[src/rtl/packet_reorder_buffer_core_macros.svh]
// ----------------------------------------------------------------------------
// packet reorder buffer assertion macros
// shared concurrent assertion forms, sampled on clk and off during reset
// ----------------------------------------------------------------------------
`ifndef PACKET_REORDER_BUFFER_CORE_MACROS_SVH
`define PACKET_REORDER_BUFFER_CORE_MACROS_SVH

// property must hold on every clock outside reset
`define PRB_ASSERT(label, prop, msg) \
	label: assert property (@(posedge clk) disable iff (!arst_n) (prop)) else $error(msg);

// expression must never be true outside reset
`define PRB_NEVER(label, expr, msg) \
	label: assert property (@(posedge clk) disable iff (!arst_n) !(expr)) else $error(msg);

`endif

[src/rtl/prb_pkg.sv]
// ----------------------------------------------------------------------------
// prb_pkg
// field widths, register indexes, reset values and controller/datapath types
// ----------------------------------------------------------------------------
`timescale 1ns / 1ps

package prb_pkg;

	localparam int GROUP_W  = 32;
	localparam int HANDLE_W = 16;
	localparam int LEN_W    = 16;
	localparam int TIME_W   = 32;
	localparam int LIMIT_W  = 5;
	localparam int CFG_W    = 32;
	localparam int CFG_IDX_W = 1;

	localparam int DEPTH_DEFAULT = 16;

	localparam logic [LIMIT_W-1:0] LIMIT_RESET   = LIMIT_W'(16);
	localparam logic [TIME_W-1:0]  TIMEOUT_RESET = TIME_W'(1000);

	localparam logic [CFG_IDX_W-1:0] REG_MAX_ENTRIES = 1'b0;
	localparam logic [CFG_IDX_W-1:0] REG_TIMEOUT_US  = 1'b1;

	// commands from controller to datapath
	typedef struct packed {
		logic insert;     // put the incoming descriptor into the sorted buffer
		logic pop;        // move head into the pending slot and shift the buffer
		logic emit;       // drive the pending slot out as a result beat
		logic emit_last;  // the emitted beat closes this insert
	} prb_cmd_t;

	// status from datapath to controller
	typedef struct packed {
		logic head_go;    // buffer not empty and head meets a release rule
	} prb_stat_t;

endpackage

[src/rtl/prb_datapath.sv]
// ----------------------------------------------------------------------------
// prb_datapath
// sorted descriptor buffer, release rule evaluation, config and result regs
// ----------------------------------------------------------------------------
`timescale 1ns / 1ps
`include "packet_reorder_buffer_core_macros.svh"

module prb_datapath #(
	parameter int DEPTH = prb_pkg::DEPTH_DEFAULT
) (
	input  logic                          clk,
	input  logic                          arst_n,
	input  prb_pkg::prb_cmd_t             cmd,
	output prb_pkg::prb_stat_t            stat,
	input  logic                          cfg_we,
	input  logic [prb_pkg::CFG_IDX_W-1:0] cfg_index,
	input  logic [prb_pkg::CFG_W-1:0]     cfg_data,
	input  logic [prb_pkg::GROUP_W-1:0]   group_id,
	input  logic [prb_pkg::HANDLE_W-1:0]  packet_handle,
	input  logic [prb_pkg::LEN_W-1:0]     packet_length,
	input  logic [prb_pkg::TIME_W-1:0]    now_us,
	output logic                          result_valid,
	output logic [prb_pkg::GROUP_W-1:0]   released_group,
	output logic [prb_pkg::HANDLE_W-1:0]  released_handle,
	output logic [prb_pkg::LEN_W-1:0]     released_length,
	output logic                          last_release
);
	import prb_pkg::*;

	localparam int CW = $clog2(DEPTH + 1);
	localparam int LW = (CW > LIMIT_W) ? CW : LIMIT_W;

	logic [GROUP_W-1:0]  grp_q [DEPTH];
	logic [HANDLE_W-1:0] hdl_q [DEPTH];
	logic [LEN_W-1:0]    len_q [DEPTH];
	logic [TIME_W-1:0]   arr_q [DEPTH];
	logic [CW-1:0]       cnt_q;
	logic [GROUP_W-1:0]  last_rel_q;
	logic [TIME_W-1:0]   now_q;
	logic [LIMIT_W-1:0]  max_q;
	logic [TIME_W-1:0]   timeout_q;

	logic [GROUP_W-1:0]  pend_grp_q;
	logic [HANDLE_W-1:0] pend_hdl_q;
	logic [LEN_W-1:0]    pend_len_q;

	logic                valid_q;
	logic [GROUP_W-1:0]  out_grp_q;
	logic [HANDLE_W-1:0] out_hdl_q;
	logic [LEN_W-1:0]    out_len_q;
	logic                out_last_q;

	logic [DEPTH-1:0]    le;
	logic [LW-1:0]       lim_eff;
	logic [TIME_W-1:0]   age;
	logic [GROUP_W-1:0]  head_m1;

	// entries at or below the new id stay, the rest move up one place
	always_comb begin
		for (int k = 0; k < DEPTH; k++) begin
			le[k] = (CW'(k) < cnt_q) && (grp_q[k] <= group_id);
		end
	end

	always_comb begin
		lim_eff = (LW'(max_q) > LW'(DEPTH)) ? LW'(DEPTH) : LW'(max_q);
		age     = now_q - arr_q[0];
		head_m1 = grp_q[0] - GROUP_W'(1);
		stat.head_go = (cnt_q != '0) &&
			((age >= timeout_q) || (LW'(cnt_q) >= lim_eff) ||
			 (grp_q[0] == last_rel_q) || (last_rel_q >= head_m1));
	end

	always_ff @(posedge clk) begin
		if (cmd.insert) begin
			now_q <= now_us;
			for (int k = 0; k < DEPTH; k++) begin
				if (!le[k]) begin
					if (k == 0 || le[(k == 0) ? 0 : k - 1]) begin
						grp_q[k] <= group_id;
						hdl_q[k] <= packet_handle;
						len_q[k] <= packet_length;
						arr_q[k] <= now_us;
					end else begin
						grp_q[k] <= grp_q[(k == 0) ? 0 : k - 1];
						hdl_q[k] <= hdl_q[(k == 0) ? 0 : k - 1];
						len_q[k] <= len_q[(k == 0) ? 0 : k - 1];
						arr_q[k] <= arr_q[(k == 0) ? 0 : k - 1];
					end
				end
			end
		end else if (cmd.pop) begin
			for (int k = 0; k < DEPTH - 1; k++) begin
				grp_q[k] <= grp_q[k + 1];
				hdl_q[k] <= hdl_q[k + 1];
				len_q[k] <= len_q[k + 1];
				arr_q[k] <= arr_q[k + 1];
			end
		end
		if (cmd.pop) begin
			pend_grp_q <= grp_q[0];
			pend_hdl_q <= hdl_q[0];
			pend_len_q <= len_q[0];
		end
		if (cmd.emit) begin
			out_grp_q  <= pend_grp_q;
			out_hdl_q  <= pend_hdl_q;
			out_len_q  <= pend_len_q;
			out_last_q <= cmd.emit_last;
		end
	end

	always_ff @(posedge clk or negedge arst_n) begin
		if (!arst_n) begin
			cnt_q      <= '0;
			last_rel_q <= '0;
			max_q      <= LIMIT_RESET;
			timeout_q  <= TIMEOUT_RESET;
			valid_q    <= 1'b0;
		end else begin
			valid_q <= cmd.emit;
			if (cmd.insert) begin
				cnt_q <= cnt_q + CW'(1);
			end else if (cmd.pop) begin
				cnt_q      <= cnt_q - CW'(1);
				last_rel_q <= grp_q[0];
			end
			if (cfg_we) begin
				unique case (cfg_index)
					REG_MAX_ENTRIES: max_q     <= cfg_data[LIMIT_W-1:0];
					REG_TIMEOUT_US:  timeout_q <= cfg_data[TIME_W-1:0];
					default: ;
				endcase
			end
		end
	end

	assign result_valid    = valid_q;
	assign released_group  = out_grp_q;
	assign released_handle = out_hdl_q;
	assign released_length = out_len_q;
	assign last_release    = out_last_q;

	`PRB_NEVER(a_cnt_overflow, cnt_q > CW'(DEPTH), "occupancy above depth")
	`PRB_NEVER(a_pop_empty, cmd.pop && (cnt_q == '0), "pop from empty buffer")
	`PRB_ASSERT(a_pop_count, cmd.pop |=> cnt_q == $past(cnt_q) - CW'(1), "pop count slip")

endmodule

[src/rtl/prb_ctrl.sv]
// ----------------------------------------------------------------------------
// prb_ctrl
// sequences one insert followed by head releases until no rule applies
// ----------------------------------------------------------------------------
`timescale 1ns / 1ps
`include "packet_reorder_buffer_core_macros.svh"

module prb_ctrl (
	input  logic               clk,
	input  logic               arst_n,
	input  logic               start,
	output logic               busy,
	input  prb_pkg::prb_stat_t stat,
	output prb_pkg::prb_cmd_t  cmd
);
	import prb_pkg::*;

	typedef enum logic [1:0] {
		ST_IDLE    = 2'b01,
		ST_RELEASE = 2'b10
	} state_t;

	state_t state_q, state_d;
	logic   pend_q;  // a popped head waits in the pending slot

	always_comb begin
		cmd     = '0;
		state_d = state_q;
		unique case (state_q)
			ST_IDLE: begin
				if (start) begin
					cmd.insert = 1'b1;
					state_d    = ST_RELEASE;
				end
			end
			ST_RELEASE: begin
				cmd.emit = pend_q;
				if (stat.head_go) begin
					cmd.pop = 1'b1;
				end else begin
					// nothing more goes, so the pending beat is the last one
					cmd.emit_last = pend_q;
					state_d       = ST_IDLE;
				end
			end
			default: state_d = ST_IDLE;
		endcase
	end

	always_ff @(posedge clk or negedge arst_n) begin
		if (!arst_n) begin
			state_q <= ST_IDLE;
			pend_q  <= 1'b0;
		end else begin
			state_q <= state_d;
			pend_q  <= cmd.pop;
		end
	end

	assign busy = (state_q != ST_IDLE);

	`PRB_ASSERT(a_last_to_idle, cmd.emit_last |=> state_q == ST_IDLE, "last beat not closing")
	`PRB_ASSERT(a_start_release, (start && !busy) |=> state_q == ST_RELEASE, "start not taken")
	`PRB_NEVER(a_pop_idle, cmd.pop && (state_q == ST_IDLE), "pop while idle")

endmodule

[src/rtl/packet_reorder_buffer_core.sv]
// ----------------------------------------------------------------------------
// packet_reorder_buffer_core
// reorder buffer for packet descriptors, released in group order with timeout
// ----------------------------------------------------------------------------
// busy is high from start until the insert and all head releases of an item are done
// the parallel sorted insert comes first, then the head releases one at a time
// result beats follow one per cycle, one for each head release
// beats cannot be held off by the receiver
// arst_n clears occupancy, last released id, config to limit 16 and 1000 us
`timescale 1ns / 1ps

module packet_reorder_buffer_core #(
	parameter int DEPTH = prb_pkg::DEPTH_DEFAULT
) (
	input  logic                          clk,
	input  logic                          arst_n,
	input  logic                          start,
	output logic                          busy,
	input  logic                          cfg_we,
	input  logic [prb_pkg::CFG_IDX_W-1:0] cfg_index,
	input  logic [prb_pkg::CFG_W-1:0]     cfg_data,
	input  logic [prb_pkg::GROUP_W-1:0]   group_id,
	input  logic [prb_pkg::HANDLE_W-1:0]  packet_handle,
	input  logic [prb_pkg::LEN_W-1:0]     packet_length,
	input  logic [prb_pkg::TIME_W-1:0]    now_us,
	output logic                          result_valid,
	output logic [prb_pkg::GROUP_W-1:0]   released_group,
	output logic [prb_pkg::HANDLE_W-1:0]  released_handle,
	output logic [prb_pkg::LEN_W-1:0]     released_length,
	output logic                          last_release
);
	import prb_pkg::*;

	prb_cmd_t  cmd;
	prb_stat_t stat;

	prb_ctrl u_ctrl (
		.clk    (clk),
		.arst_n (arst_n),
		.start  (start),
		.busy   (busy),
		.stat   (stat),
		.cmd    (cmd)
	);

	prb_datapath #(
		.DEPTH (DEPTH)
	) u_datapath (
		.clk             (clk),
		.arst_n          (arst_n),
		.cmd             (cmd),
		.stat            (stat),
		.cfg_we          (cfg_we),
		.cfg_index       (cfg_index),
		.cfg_data        (cfg_data),
		.group_id        (group_id),
		.packet_handle   (packet_handle),
		.packet_length   (packet_length),
		.now_us          (now_us),
		.result_valid    (result_valid),
		.released_group  (released_group),
		.released_handle (released_handle),
		.released_length (released_length),
		.last_release    (last_release)
	);

endmodule
[config.mk]
export PLATFORM = sky130hd
export DESIGN_NAME = packet_reorder_buffer_core
export DESIGN_NICKNAME = d
export VERILOG_FILES = /design/src/rtl/prb_pkg.sv /design/src/rtl/prb_datapath.sv /design/src/rtl/prb_ctrl.sv /design/src/rtl/packet_reorder_buffer_core.sv
export VERILOG_INCLUDE_DIRS = /design/src /design/src/rtl
export SDC_FILE = /design/constraint.sdc
export NUM_CORES = 2
export LEC_CHECK = 0
export BUFFER_PORTS_ARGS = -buffer_cell sky130_fd_sc_hd__clkbuf_2
export CAP_MARGIN = 20
export CORE_MARGIN = 5
export CORE_UTILIZATION = 25
export DETAILED_ROUTE_END_ITERATION = 8
export SLEW_MARGIN = 25
export SYNTH_ARGS = -nofsm -noshare
export SYNTH_HDL_FRONTEND = slang
export SYNTH_SLANG_ARGS = --single-unit
[constraint.sdc]
create_clock -name clk -period 9.65 [get_ports clk]
set_clock_uncertainty 0.15 [all_clocks]
set_input_delay 0.4825 -clock clk [delete_from_list [all_inputs] [get_ports clk]]
set_output_delay 0.4825 -clock clk [all_outputs]
set_load 0.01 [all_outputs]
Word-level counts from Yosys, hierarchy flattened
Memories as Yosys holds them, arrays and structs flattened.
Cells that the tools add are included.
{"block": "word_totals", "regBits": 239, "latchBits": 0, "ram_bits": 1536, "romBits": 0, "inputBits": 133, "output_inout_bits": 67, "word_cells": 471, "n_memories": 4}
{"block": "op_classes", "add_sub_neg": 4, "n_mul": 0, "div": 0, "n_lt_le_gt_ge": 36, "eq_ne": 6, "shifts": 0, "muxes": 256, "n_bitwise": 123, "n_reduce_logical": 27}
{"memory": "u_datapath.arr_q", "depth": 16, "width": 32, "read_ports": 16, "rd_ports_with_merged_regs": 0, "wr": 16, "line_no": "prb_datapath.sv:36", "rtl": "logic [TIME_W-1:0] arr_q [DEPTH];"}
{"memory": "u_datapath.grp_q", "depth": 16, "width": 32, "read_ports": 16, "rd_ports_with_merged_regs": 0, "wr": 16, "line_no": "prb_datapath.sv:33", "rtl": "logic [GROUP_W-1:0] grp_q [DEPTH];"}
{"memory": "u_datapath.hdl_q", "depth": 16, "width": 16, "read_ports": 16, "rd_ports_with_merged_regs": 0, "wr": 16, "line_no": "prb_datapath.sv:34", "rtl": "logic [HANDLE_W-1:0] hdl_q [DEPTH];"}
{"memory": "u_datapath.len_q", "depth": 16, "width": 16, "read_ports": 16, "rd_ports_with_merged_regs": 0, "wr": 16, "line_no": "prb_datapath.sv:35", "rtl": "logic [LEN_W-1:0] len_q [DEPTH];"}
{"operator": "$mux 32", "n": 60}
{"operator": "$mux 16", "n": 60}
{"operator": "$le 32x32->1", "n": 16}
{"operator": "$mux 1", "n": 129}
{"operator": "$or 1x1->1", "n": 120}
{"operator": "$ge 32x32->1", "n": 2}
{"operator": "$lt 4x5->1 const A", "n": 8}
{"operator": "$eq 32x32->1", "n": 1}
{"operator": "$sub 32x1->32 const B", "n": 1}
{"operator": "$sub 32x32->32", "n": 1}
{"operator": "$lt 3x5->1 const A", "n": 4}
{"operator": "$logic_and 1x1->1", "n": 17}
{"operator": "$mux 5", "n": 3}
{"operator": "$lt 1x5->1 const A", "n": 2}
{"operator": "$lt 2x5->1 const A", "n": 2}
{"operator": "$reduce_and 2->1", "n": 4}
{"operator": "$add 5x1->5 const B", "n": 1}
{"operator": "$ge 5x5->1", "n": 1}
{"operator": "$gt 5x5->1 const B", "n": 1}
{"operator": "$reduce_bool 5->1", "n": 1}
{"operator": "$sub 5x1->5 const B", "n": 1}
{"operator": "$mux 2", "n": 2}
{"operator": "$ne 2x2->1 const B", "n": 2}
{"operator": "$pmux 2 s2", "n": 1}
{"operator": "8 further kinds", "n": 12}

Logic depth before layout (Yosys ltp)
{"block": "depth", "depth_word": 13, "depth_mapped": 29, "ltp_nobuf": 25}

Cells and area by module
A second synthesis with hierarchy kept.
{"block": "unflattened", "hier_cells": 8306, "hier_area_um2": 97283.3}
{"module": "prb_datapath", "instances": 1, "cells_per_inst": 8296, "area_per_inst_um2": 97154.4, "seq_area_each_um2": 52844.4}
{"module": "prb_ctrl", "instances": 1, "cells_per_inst": 10, "area_per_inst_um2": 128.9, "seq_area_each_um2": 76.3}

Least setup slack after synthesis
Ideal clock, no wire load.
{"block": "synth_timing", "kind": "input port to flip-flop", "start": "in group_id[30] (netlist bit)", "end": "mem u_datapath.arr_q[8][0] (enable)", "setup_ns": 0.684, "arrival_ns": 9.513, "t_required_ns": 8.816, "setup_slack_ns": -0.697, "cell_stages": 11, "path_buffers": 4, "path_cell_list": "clkbuf_1 > inv_1 > ha_1 > nand4_1 > nor4_1 > nor2b_1 > a221oi_1 > clkbuf_1 > buf_2 > clkbuf_1 > o21ai_0"}
{"element": "start, declared", "line_no": "packet_reorder_buffer_core.sv:22", "rtl": "input logic [prb_pkg::GROUP_W-1:0] group_id,"}
{"element": "end, declared", "line_no": "prb_datapath.sv:36"}

==> summary.txt <==
GRT
  • Initial antenna violation count: between 50 and 60
  • Grt ovf: 0
  • Largest net degree at the start of global routing: around 220
  • First-pass GRT wire length: 475.0 mm
  • Global-route met1 utilization: 0.2105
  • Global routing usage on met2: 0.2469
  • GRT Resource Usage Total: 0.1520
  • Met3 Use GR: 0.02188
  • Busiest grt layer: met2
  • Vias in the first global route: 69782

Cells and area
  • Multi-input logic area: between 40000 and 50000 µm²
  • Fill cell count: 40497
  • Share of cells above drive strength 1: 0.08166
  • Area Growth Syn to Fin: 14.81%
  • Register area: 52920 µm²
  • Final nets: around 9700

Logic synthesis
  • Synth Area in Compound Gates: 0.1058
  • Syn_nets: slightly below 10000
  • Flops & latches, synth: roughly 1800
  • Synth cell types: between 70 and 80
  • Top-count cell post-synth: nand2_1
  • Combinational family with the most area after synthesis: multiplexers
  • Synth Cell Area: approximately 99000 µm²
  • Synth area leaders: edfxtp_1 (52%), mux2i_1 (13%), ha_1 (7.8%), nand2_1 (7.0%), o21ai_1 (6.4%)
  • Commonest register cell after synthesis: edfxtp_1
  • EDFF count, synth: between 1500 and 2000
  • FFs w/ async S/R, synth: 0.04394
  • Post-synthesis sequential area ratio: 0.5367
  • Mapped Cells: 8926
  • Xor/xnor share of the synthesized area: 0.008527
  • Ys Warns: 0
  • Top cells by count, synth: nand2_1 (1833), edfxtp_1 (1697), o21ai_1 (1261), mux2i_1 (1248), ha_1 (616)
  • Top-area cell type share of the netlist area: 0.5168
  • Syn avg cell area: 11.05 µm²
  • Post-synthesis adder-cell area fraction: 0.07836
  • Multiplexer area fraction after synthesis: 0.1418
  • Biggest area consumer among synthesized cells: edfxtp_1
  • Synth Area in Simple Gates: 0.09995

Worst setup path
  • Slowest-stage cell, CP: nand2b_4
  • Internal reg-to-reg setup slack: ~1.4 ns
  • WP data arrival: a little under 9 ns
  • Endpoint class of the critical path: flip-flop
  • Largest fanout on the critical path: 36
  • RR Endpoint: u_datapath.arr_q[11][2]
  • Worst EP required: between 10 and 15 ns
  • Register-to-Register Path Depth: 20
  • CP Launch Type: flip-flop
  • Buf/Inv on CP: 2
  • Setup CP Type: reg2reg
  • Reg2Reg Launch Point: u_datapath.grp_q[0][3]
  • CP top delay family: simple AND/OR/NAND/NOR gates
  • Worst-path cell chain: or4_4, or4_4, nor4_4, nand2_2, nor3_2, nand2b_1, or4_1, nor4_2, xnor2_1, ha_1, a211oi_2, o21ai_0, a21oi_1, o21ai_0, o31ai_1, nand3_1, nand2b_4, buf_4, nand2_4, buf_4
  • CP peak stage delay: 0.71 ns

Min path
  • Worst hold path type: in2reg
  • Hold path cells: 1
  • Hold Path Sink: u_datapath.now_q[21]
  • Hold wc startpoint: now_us[21]

Floorplanning
  • Num rows: 230
  • Initial Util: 0.2510
  • Die X-Extent: 638.0 µm
  • Core area: 392800 µm²
  • I/O pins: 200
  • Die Ht: 638.0 µm
  • Die area: 407100 µm²

Drt
  • Mean routed wirelength per cell: 22.50 µm
  • Vias: 72109
  • Vias per cell: about 5
  • Post-route ant nets: 0
  • Drt pass-1 iters: 6
  • Total wire length: 323.5 mm
  • DR iter-0 viols: 8002
  • DRC Markers: 0

Clock network
  • CTS tree: built
  • CTS buffer count: 205
  • Sink Count: 1775
  • H-tree Lvls: 4
  • Clk root buf: clkbuf_16
  • CTS max path bufs: 4
  • Worst skew pair latency: 0.93 ns
  • Worst-path clk slew: 0.06 ns

Timing
  • Setup violators final: 0
  • Period utilization: 0.8590
  • Final setup margin: 1.361 ns
  • Rel. slew slack: 0.2737
  • RSZ-0062 raised after global routing: false
  • Max Fclk: 0.1206 GHz
  • Least-Margin Pin Slew: 1.089 ns
  • Final Hold Viols: 0
  • Tmin final: 8.289 ns
  • Fin. max-slew vios: 0
  • Total Neg Setup Slack: 0 ns

Job
  • Max-capacitance violation count: 0

Power and ir drop
  • Leakage power: 40.79 nW
  • Peak supply drop: 0.3378 mV
  • Pwr per Cell Area: about 310 nW/µm²

Status
  • Outcome: complete, no violations

Placement
  • Post-DP HPWL: ~210 mm
  • IO Port Bufs: approximately 200
  • GPL Wtd Cong: between 0.8 and 0.9
  • Pre-CTS setup slack: approximately 1.4 ns
## cells by family (layout without fill, tap and decap cells)
group                      Yosys count  count (layout)
muxes                             1380            1380
AOI/OAI and AO/OA                 1923            1923
buffers and inverters              748             970
and+or+nand+nor                   2387            2387
xor gates and xnor gates            96              96
adders and majority gates          617             617
other                                0              10
DFF                               1775            1775
## timing repair
action | CTS | global route
hold buffers | 95 | 0
resized for setup | 0 | 0
setup buffers | 0 | 0
endpoints found under the hold margin | 272 | 0
## cells in the final DEF (no fill, tap or decap), types with 35 or more instances in the layout
| cell type | count |
|---|---|
| a21o_1 | 96 |
| a21oi_1 | 222 |
| a31oi_1 | 102 |
| buf_12 | 35 |
| buf_4 | 138 |
| clkbuf_1 | 44 |
| clkbuf_16 | 209 |
| clkbuf_2 | 198 |
| clkinv_1 | 48 |
| dfrtp_1 | 70 |
| dlygate4sd3_1 | 94 |
| edfxtp_1 | 1697 |
| ha_1 | 616 |
| inv_1 | 134 |
| mux2_1 | 96 |
| mux2_2 | 36 |
| mux2i_1 | 1248 |
| nand2_1 | 1823 |
| nand3_1 | 60 |
| nand4_1 | 102 |
| nor2_1 | 180 |
| nor2b_1 | 48 |
| nor3_1 | 37 |
| o21ai_0 | 86 |
| o21ai_1 | 1260 |
| xnor2_1 | 46 |
| xor2_1 | 50 |
## registers in the layout (all words and copies together), names as in the netlist
signal	cells
u_datapath.max_q	5
u_datapath.hdl_q	256
u_datapath.released_group	32
u_datapath.released_handle	16
u_datapath.released_length	16
u_ctrl.state_q	2
u_datapath.pend_grp_q	32
u_datapath.now_q	32
u_datapath.last_rel_q	32
u_datapath.timeout_q	32
u_datapath.cnt_q	5
u_datapath.len_q	256
u_datapath.grp_q	512
u_datapath.last_release	1
u_datapath.pend_len_q	16
u_ctrl.pend_q	1
u_datapath.result_valid	1
u_datapath.arr_q	512
u_datapath.pend_hdl_q	16
## cell type report
cell class,count,share of cell area
diodes,10,0.0002210
inverters,136,0.004575
flip-flops and latches,1775,0.4674
multi-input cells,6403,0.3812
well taps,5220,0.05769
clock buffers,258,0.04821
repair buffers,466,0.03245
clock inverters,110,0.008233
## worst max-delay path by stage
stage	from	cells past startpoint	endpoint
6_report	u_datapath.grp_q[0][3]	20	u_datapath.arr_q[11][2]
5_1_grt	u_datapath.grp_q[0][3]	20	u_datapath.arr_q[11][2]
4_1_cts	u_datapath.grp_q[0][3]	20	u_datapath.arr_q[11][0]
3_5_place_dp	u_datapath.grp_q[0][3]	20	u_datapath.arr_q[11][16]
3_3_place_gp	u_datapath.grp_q[0][3]	20	u_datapath.arr_q[11][3]
2_1_floorplan	u_datapath.now_q[0]	24	u_datapath.arr_q[6][0]
## layer usage
metal	routed length, µm	vias to the layer above
met5	63	-
met3	21370	529
met4	9850	10
li1	-	32966
met1	143400	35976
met2	148900	2628
## through the flow
step                cells  cell area [µm²]    util  hold slack (ns)  total power [mW]
finish              14378           113200  0.2882          0.05331             35.42
global route        14372           113200  0.2882          0.03881             37.23
CTS                 14368           113200  0.2881         0.005637             35.48
detailed placement  13905           105800  0.2694           0.2545             27.65
global placement    13904           105800  0.2694           0.2539             27.41
floorplan            8926            98610       -          0.03691             22.77
## power by group
part | internal, mW | switching, mW | total, mW
registers | 12.6 | 1.93 | 14.6
logic | 4.42 | 8.73 | 13.2
clock network | 4.36 | 3.36 | 7.72
total | 21.4 | 14.0 | 35.4
Power figures use the tool's default switching activity.
